## src/rtl/lhb_pkg.sv

```systemverilog
// Shared constants and types for the lower hull baseline block.
package lhb_pkg;
  localparam int MaxSamples = 1024;
  localparam int XBits      = 32;
  localparam int YBits      = 24;
  localparam int IdxBits    = $clog2(MaxSamples);
  localparam int CntBits    = IdxBits + 1;
  localparam int PrdBits    = XBits + YBits + 2;

  localparam logic [1:0] StatOk      = 2'd0;
  localparam logic [1:0] StatXOrder  = 2'd1;
  localparam logic [1:0] StatFull    = 2'd2;
  localparam logic [1:0] StatBadRead = 2'd3;

  typedef enum logic [4:0] {
    CmdNone,
    CmdLoadRd,     // read previous x
    CmdLoadChk,    // write sample, check order
    CmdHullRd,     // read top two hull entries
    CmdHullXy,     // read x/y of hull points
    CmdHullXy2,
    CmdHullMul,    // form cross products
    CmdHullCmp,    // pop or push
    CmdSegRd,      // read hull[s], hull[s+1]
    CmdSegXy,      // read endpoints
    CmdSegXy2,
    CmdSegSet,     // latch segment
    CmdPtRd,       // read sample j
    CmdPtMul,      // numerator multiply
    CmdDivStart,
    CmdDivStep,
    CmdPtWr,       // write baseline
    CmdLastRd,
    CmdLastWr,
    CmdReadRd,
    CmdReadOut
  } cmd_e;

  typedef struct packed {
    logic          prev_ok;     // x increasing
    logic          full;
    logic          cnt_zero;
    logic          hull_gt1;
    logic          left;        // new point strictly left
    logic          seg_more;    // s+1 < hull_count
    logic          pt_more;     // j < b
    logic          div_done;
    logic          ready;
    logic          read_ok;
  } stat_t;
endpackage

```

## src/rtl/lhb_ctrl.sv

```systemverilog
// Controller state machine sequencing loads, hull pops, baseline pass and reads.
module lhb_ctrl (
  input  logic           clk_i,
  input  logic           rst_ni,
  input  logic           start_i,
  input  logic           op_i,
  input  logic           last_i,
  input  lhb_pkg::stat_t stat_i,
  output lhb_pkg::cmd_e  cmd_o,
  output logic           clear_o,
  output logic           busy_o,
  output logic           done_o,
  output logic [1:0]     status_o
);
  import lhb_pkg::*;

  localparam logic [4:0] SIdle = 5'd0, SLoadChk = 5'd1, SHullRd = 5'd2,
    SHullRd2 = 5'd3, SHullXy = 5'd4, SHullXy2 = 5'd5, SHullMul = 5'd6,
    SHullCmp = 5'd7, SFinChk = 5'd8, SSegRd = 5'd9, SSegRd2 = 5'd10,
    SSegXy = 5'd11, SSegXy2 = 5'd12, SSegSet = 5'd13, SPtRd = 5'd14,
    SPtMul = 5'd15, SDivSt = 5'd16, SDiv = 5'd17, SPtWr = 5'd18,
    SLastRd = 5'd19, SLastWr = 5'd20, SDone = 5'd21, SReadOut = 5'd22,
    SHullRdA = 5'd23;

  logic [4:0] st_q, st_d;
  logic       last_q, last_d;
  logic [1:0] stat_q, stat_d;
  logic       xy_q, xy_d;

  always_comb begin
    st_d = st_q; last_d = last_q; stat_d = stat_q; xy_d = xy_q;
    cmd_o = CmdNone; clear_o = 1'b0;
    case (st_q)
      SIdle: if (start_i) begin
        if (!op_i) begin
          clear_o = stat_i.ready;
          cmd_o = CmdLoadRd; last_d = last_i; st_d = SLoadChk;
        end else begin
          cmd_o = CmdReadRd; st_d = SReadOut;
        end
      end
      SLoadChk: begin
        cmd_o = CmdLoadChk;
        if (stat_i.full) begin
          stat_d = StatFull; st_d = SFinChk;
        end else if (!stat_i.prev_ok) begin
          stat_d = StatXOrder; st_d = SFinChk;
        end else begin
          stat_d = StatOk; st_d = SHullRd;
        end
      end
      SHullRd: begin
        if (!stat_i.hull_gt1) begin
          cmd_o = CmdHullCmp; st_d = SFinChk;
        end else begin
          cmd_o = CmdHullRd; st_d = SHullRd2;
        end
      end
      SHullRd2: begin cmd_o = CmdHullRd; st_d = SHullXy; end
      SHullXy: begin cmd_o = CmdHullXy; st_d = SHullXy2; end
      SHullXy2: begin cmd_o = CmdHullXy2; st_d = SHullRdA; end
      SHullRdA: begin cmd_o = CmdHullMul; st_d = SHullCmp; end
      SHullMul: st_d = SHullCmp;
      SHullCmp: begin
        cmd_o = CmdHullCmp;
        st_d = stat_i.left ? SFinChk : SHullRd;
      end
      SFinChk: st_d = (last_q && !stat_i.cnt_zero) ? SSegRd : SDone;
      SSegRd: if (stat_i.seg_more) begin
        cmd_o = CmdSegRd; st_d = SSegRd2;
      end else begin
        st_d = SLastRd;
      end
      SSegRd2: begin cmd_o = CmdSegRd; st_d = SSegXy; end
      SSegXy: begin cmd_o = CmdSegXy; st_d = SSegXy2; end
      SSegXy2: begin cmd_o = CmdSegXy2; st_d = SSegSet; end
      SSegSet: begin cmd_o = CmdSegSet; st_d = SPtRd; end
      SPtRd: if (stat_i.pt_more) begin
        cmd_o = CmdPtRd; st_d = SPtMul;
      end else begin
        st_d = SSegRd;
      end
      SPtMul: begin cmd_o = CmdPtMul; st_d = SDivSt; end
      SDivSt: begin cmd_o = CmdDivStart; st_d = SDiv; end
      SDiv: if (stat_i.div_done) begin
        st_d = SPtWr;
      end else begin
        cmd_o = CmdDivStep;
      end
      SPtWr: begin cmd_o = CmdPtWr; st_d = SPtRd; end
      SLastRd: begin cmd_o = CmdLastRd; st_d = SLastWr; end
      SLastWr: begin cmd_o = CmdLastWr; st_d = SDone; end
      SReadOut: begin
        cmd_o = CmdReadOut;
        stat_d = stat_i.read_ok ? StatOk : StatBadRead;
        st_d = SDone;
      end
      SDone: st_d = SIdle;
      default: st_d = SIdle;
    endcase
  end

  always_ff @(posedge clk_i or negedge rst_ni) begin
    if (!rst_ni) begin
      st_q <= SIdle; last_q <= 1'b0; stat_q <= StatOk; xy_q <= 1'b0;
    end else begin
      st_q <= st_d; last_q <= last_d; stat_q <= stat_d; xy_q <= xy_d;
    end
  end

  assign busy_o   = (st_q != SIdle);
  assign done_o   = (st_q == SDone) && !xy_q;
  assign status_o = stat_q;

  a_done_busy: assert property (@(posedge clk_i) disable iff (!rst_ni)
    done_o |-> busy_o) else $error("done while idle");
  a_start_busy: assert property (@(posedge clk_i) disable iff (!rst_ni)
    (start_i && !busy_o) |=> busy_o) else $error("accepted word not held");
  a_done_idle: assert property (@(posedge clk_i) disable iff (!rst_ni)
    done_o |=> !busy_o) else $error("no return to idle");
endmodule

```

## config.mk

```make
export PLATFORM = sky130hd
export DESIGN_NAME = lhb_ctrl
export DESIGN_NICKNAME = d
export VERILOG_FILES = /design/src/rtl/lhb_pkg.sv /design/src/rtl/lhb_ctrl.sv
export SDC_FILE = /design/constraint.sdc
export NUM_CORES = 1
export LEC_CHECK = 0
export BUFFER_PORTS_ARGS = -buffer_cell sky130_fd_sc_hd__buf_2
export CELL_PAD_IN_SITES_DETAIL_PLACEMENT = 1
export CELL_PAD_IN_SITES_GLOBAL_PLACEMENT = 1
export CORE_MARGIN = 3
export CORE_UTILIZATION = 39
export DETAILED_ROUTE_END_ITERATION = 10
export GPL_ROUTABILITY_DRIVEN = 0
export PLACE_DENSITY = 0.79
export RECOVER_POWER = 100
export SLEW_MARGIN = 25
export SYNTH_ARGS = -nofsm -noshare
export SYNTH_HDL_FRONTEND = slang
export SYNTH_SLANG_ARGS = --single-unit
export TNS_END_PERCENT = 30
```

## constraint.sdc

```tcl
create_clock -name clk_i -period 2.9 [get_ports clk_i]
set_input_delay 0.145 -clock clk_i [delete_from_list [all_inputs] [get_ports clk_i]]
set_output_delay 0.145 -clock clk_i [all_outputs]
set_load 0.005 [all_outputs]
```

Yosys cells after proc, flatten, opt, wreduce, memory -nomap -nowiden
Index checks and enable logic that the tools add are counted.
Widths: inputs -> output; s select.
{"block": "classes", "bitwise": 1, "eq_ne": 25, "muxes": 25, "n_reduce_logical": 10}
{"cell": "$pmux 5 s21", "n": 1}
{"cell": "$pmux 5 s20", "n": 1}
{"cell": "$eq 5x4->1 const B", "n": 8}
{"cell": "$eq 5x5->1 const B", "n": 8}
{"cell": "$mux 5", "n": 7}
{"cell": "$mux 4", "n": 7}
{"cell": "$eq 5x3->1 const B", "n": 4}
{"cell": "$eq 5x2->1 const B", "n": 2}
{"cell": "$mux 3", "n": 2}
{"cell": "$reduce_or 2->1", "n": 3}
{"cell": "$eq 5x1->1 const B", "n": 1}
{"cell": "$logic_not 5->1", "n": 1}
{"cell": "$reduce_bool 5->1", "n": 1}
{"cell": "$mux 1", "n": 4}
{"cell": "$mux 2", "n": 2}
{"cell": "$ne 2x2->1 const B", "n": 2}
{"cell": "$pmux 2 s2", "n": 1}
{"cell": "$reduce_and 3->1", "n": 1}
{"cell": "$reduce_and 2->1", "n": 1}
{"cell": "$reduce_bool 2->1", "n": 1}
{"cell": "$logic_and 1x1->1", "n": 1}
{"cell": "$logic_not 1->1", "n": 1}
{"cell": "$not 1->1", "n": 1}
{"block": "word_totals", "reg_bits": 8, "in_bits": 15}

Depth between registers and ports, before layout
{"block": "depth", "depth_word": 4, "mapped_depth": 7, "depth_no_buf": 6}

Worst setup path after synthesis
No wires, ideal clock.
{"block": "synth_path", "path_type": "register to output", "startpoint": "register st_q[1]", "endpoint": "output cmd_o[2]", "setup_slack_ns": 1.452, "stages_incl_launch_ff": 7, "arrival_time_ns": 1.303, "required_ns": 2.755, "path_cell_list": "dfrtp_1 -> buf_6 -> or2_1 -> buf_6 -> nor4_4 -> a311oi_1 -> o21ai_0"}
{"block": "synth_between", "elab_chain_cells": 2, "word_cells_on_any_way": 22}
{"element": "start, declared", "line_no": "lhb_ctrl.sv:25", "rtl": "logic [4:0] st_q, st_d;"}
{"element": "start signal, assigned", "line_no": "lhb_ctrl.sv:107", "rtl": "st_q <= st_d; last_q <= last_d; stat_q <= stat_d; xy_q <= xy_d;"}
{"element": "$eq 5x5->1 (tied with other cells)", "line_no": "lhb_ctrl.sv:33", "rtl": "case (st_q)"}
{"element": "$pmux 5 s21 (*)", "line_no": "lhb_ctrl.sv:33"}
{"element": "end, declared", "line_no": "lhb_ctrl.sv:9", "rtl": "output lhb_pkg::cmd_e cmd_o,"}
Every way passes the cells marked *; elsewhere a longest branch is shown, timed or not.

Worst setup path in the final report
{"block": "layout_path", "startpoint": "register st_q[0]", "endpoint": "output cmd_o[3]"}
Same word-level chain as after synthesis.

==> results list <==
- # clock sinks: 8
- The initial antenna violation count was 0.
- RSZ-0062 raised after global routing: false
* Total die area: 3010 um2
* Total Neg Setup Slack: 0 ps
- Overall overflow remaining after global route: 0
* Die Ht: 54.9 um
- Final Instance Count excl. Fillers: 172
- Cell chosen for the clock root: sky130_fd_sc_hd__clkbuf_4
- Prior to clock tree synthesis, the placed netlist has a worst setup slack of 864 ps.
- Signal arrival time at the worst endpoint: 2280 ps
- Nets in the synthesized netlist: between 100 and 150
- Count of fill cells added during filler insertion: 300
- Along the worst path, the maximum fanout reaches 25.
- Register area share after synthesis: 21.5%
* DRT Wirelength: roughly 2.9 mm
- The worst setup path is launched from a flip-flop.
* Std-Cell Core Area: between 2000 and 2500 um2
- The worst hold path begins at stat_i[0].
* Total routing usage reported by global routing: 22.0%
- Yosys mapped a number of flops with a built-in enable equal to 0.
* Leading register cell type out of synthesis: sky130_fd_sc_hd__dfrtp_1
* Worst setup skew after layout: 6.98 ps
- 0 antenna diodes ended up in the layout.
- In this run the register-to-register setup slack is 780 ps.
* Finished Core Util: 46.2%
- Slew at the pin closest to its max-slew limit: 772 ps
* Clock slew at reported path FFs: around 50 ps
- Synthesized instance count: between 100 and 150
- The synthesized netlist contains 43 unique library cells.
* Cell Area, Placed: ~1000 um2
- NetSw: 656 uW
- Number of top-level pins: 25
- The detailed router placed 1046 vias in this run.
- Counting flops with an async set or reset pin after synthesis yields a share of 100%.
- Number of flip-flops and latches in the synthesized netlist: 8
* DR pass1 iterations: 4
- Number of max-slew violations in the final report: 0
* Combinational share of power: 63.5%
- Number of levels the H-tree was split into: 1
- IR analysis of the VDD net gives a maximum drop of 0.000775 V.
- Min setup slack post-route: 472 ps
- Clk_lat worst skew: roughly 260 ps
* Path type of the worst setup path: flip-flop to output port
* CP Data Required Time: 2760 ps
* Endpoint kind of the worst setup timing path: output port
- The design draws ~1.2 mW.
* Post-Syn Area per Cell: 7.28 um2
- In this run, CTS created clock tree buffers numbering 3.
- At the end of the flow, the number of nets in the layout was 161.
- Counting along the longest clock path gives a buffer depth of 2.
* Outcome: complete, no violations
- Once detail routing completed, the nets flagged for antenna violations numbered 0.
* Minimum period implied by the final worst setup slack: between 2000 and 2500 ps
- Number of gates given a new drive strength after cts: 0
* Startpoint of the worst-slack reg-to-reg timing path: st_q[0]
- Final worst path period share: 83.7%
* Area share of the largest cell type after synthesis: 21.5%
* Minimum hold slack: 76.9 ps
- Dividing the detail-routed via count by the number of cells gives 6.08.
* Total of max-cap violations: 0
- Setup violations remaining at the end of the flow were counted as 0.
* Final count of hold timing violations: 0
* Sequential Power Share: 29.5%
- WL/cell: 17.1 um
- The tightest min-delay check is of the primary input to flip-flop type.
* Design internal power: 541 uW
- Rel. slew slack: 48.5%
- Measured along the x axis, the die boundary spans ~55 um.
- Non-Filler Cell Area, Final: between 1000 and 1500 um2
- The number of global-route vias before repair is 1000.
- The count of buffers added on input and output ports is 24.
* Placed wire-length estimate: 2.29 mm
- In the final layout, the share of cells above drive strength 1 is between 10% and 20%.
* Worst setup path start: st_q[0]
- Entering global routing, the biggest net connects 26 pins.
- CTS tree: yes
- The first global-routing pass estimated 4.77 mm of wire.
- Summing all flip-flop and latch instances after layout gives 200 um2.
- Post-CTS repair timing setup buffer count: 0
* Warnings, synthesis: 0
- sky130_fd_sc_hd__dfrtp_1 takes more of the synthesized area than any other cell.
* Relative area change from synthesis to final layout: 10.7%
- Summed over all cells, the static leakage comes to 0.404 nW.
- Multi-input gate area: ~630 um2
- In this run the power density over the cells is 1160 nW/um2.
- The first routing iteration left 27 violations.
- The synthesized netlist occupies a cell area of 932 um2.
* Most area-consuming cells after synthesis: sky130_fd_sc_hd__dfrtp_1 21%, sky130_fd_sc_hd__nand2_1 4.8%, sky130_fd_sc_hd__nor2_1 4.8%
- For this run, design rule violations remaining after detail routing come to 0.
- Of the total power, the share spent switching nets is a little over half.
- Max Fclk: 412 MHz
- The number of placed instances, taps included, is 168.
* Initial Utilization: roughly two fifths
- Row generation in the floorplan step produced 17 rows.
* Clock network fraction of design power: approximately 7.0%
-- cells in the final DEF, fill, tap and decap left out, types with 2 or more instances in the layout --
master                      Yosys  routed
sky130_fd_sc_hd__a211oi_1       2       2
sky130_fd_sc_hd__a21oi_1        8       8
sky130_fd_sc_hd__a22oi_1        3       3
sky130_fd_sc_hd__a31oi_1        7       7
sky130_fd_sc_hd__a32oi_1        2       2
sky130_fd_sc_hd__and3_1         1       2
sky130_fd_sc_hd__buf_2          5      16
sky130_fd_sc_hd__clkbuf_1       3       7
sky130_fd_sc_hd__clkbuf_4       0       3
sky130_fd_sc_hd__dfrtp_1        8       8
sky130_fd_sc_hd__inv_1          4       5
sky130_fd_sc_hd__mux2_2         2       2
sky130_fd_sc_hd__nand2_1       12      12
sky130_fd_sc_hd__nand2b_1       6       6
sky130_fd_sc_hd__nand3_1        5       5
sky130_fd_sc_hd__nor2_1        12      12
sky130_fd_sc_hd__nor2b_1        3       3
sky130_fd_sc_hd__nor3_1         7       7
sky130_fd_sc_hd__nor4_1         2       2
sky130_fd_sc_hd__o211ai_1       3       3
sky130_fd_sc_hd__o21ai_0        6       6
sky130_fd_sc_hd__o2bb2ai_1      2       2
sky130_fd_sc_hd__o31ai_1        2       2
-- area by class of cell --
type | instances | share of cell area, %
Clock buffer | 3 | 2.18
Inverter | 5 | 1.82
Multi-Input combinational cell | 103 | 61.5
Sequential cell | 8 | 19.4
Tap cell | 28 | 3.39
Timing Repair Buffer | 25 | 11.8
-- sequential cells by signal (all words and copies together), names as in the netlist --
| name | cells |
|---|---|
| last_q | 1 |
| st_q | 5 |
| status_o | 2 |
-- final timing paths --
| check | endpoint | depth (start not counted) |
|---|---|---|
| min reg2reg | last_q | 1 |
| max reg2reg | st_q[2] | 5 |
| max in group asynchronous | st_q[1] | 2 |
| min in group asynchronous | st_q[4] | 2 |
| max | cmd_o[3] | 5 |
| min | status_o[1] | 2 |
-- routing by layer --
metal  up-vias  wire, um  track usage, %
li1        511         -               -
met1       501      1330            30.2
met2        32      1460            36.2
met3         2       140            3.22
met4         0         8            4.86
met5         -         0               0
-- Yosys cell counts (3+ instances only) --
master / instances
sky130_fd_sc_hd__nand2_1: 12
sky130_fd_sc_hd__nor2_1: 12
sky130_fd_sc_hd__a21oi_1: 8
sky130_fd_sc_hd__dfrtp_1: 8
sky130_fd_sc_hd__a31oi_1: 7
sky130_fd_sc_hd__nor3_1: 7
sky130_fd_sc_hd__nand2b_1: 6
sky130_fd_sc_hd__o21ai_0: 6
sky130_fd_sc_hd__buf_2: 5
sky130_fd_sc_hd__nand3_1: 5
sky130_fd_sc_hd__inv_1: 4
sky130_fd_sc_hd__a22oi_1: 3
sky130_fd_sc_hd__clkbuf_1: 3
sky130_fd_sc_hd__nor2b_1: 3
sky130_fd_sc_hd__o211ai_1: 3
-- kinds of logic after synthesis --
group	synth area share [%]
mux	2.42
simple gates	31.3
flops	21.5
xor+xnor	0.940
buf+inv	9.93
compound gates	34.0
-- repair_timing --
item / CTS / global route
hold endpoints to repair: 8 / 0
hold buffers: 1 / 0
setup endpoints to repair: 0 / 0
-- worst max-delay path: stages (launching register included) --
cell                       delay, ps
sky130_fd_sc_hd__dfrtp_1         840
sky130_fd_sc_hd__inv_1           340
sky130_fd_sc_hd__nor4_4          470
sky130_fd_sc_hd__a311oi_1        130
sky130_fd_sc_hd__o31ai_1         110
sky130_fd_sc_hd__clkbuf_1        140
-- power groups by stage --
stage               Combinational (mW)  Sequential (mW)  Clock [mW]
floorplan                        0.748            0.190           0
global placement                 0.762            0.346           0
detailed placement               0.782            0.348           0
CTS                              0.785            0.346      0.0853
global route                     0.851            0.366      0.0933
finish                           0.760            0.353      0.0840
No activity file was read; power rests on OpenSTA's default activity.
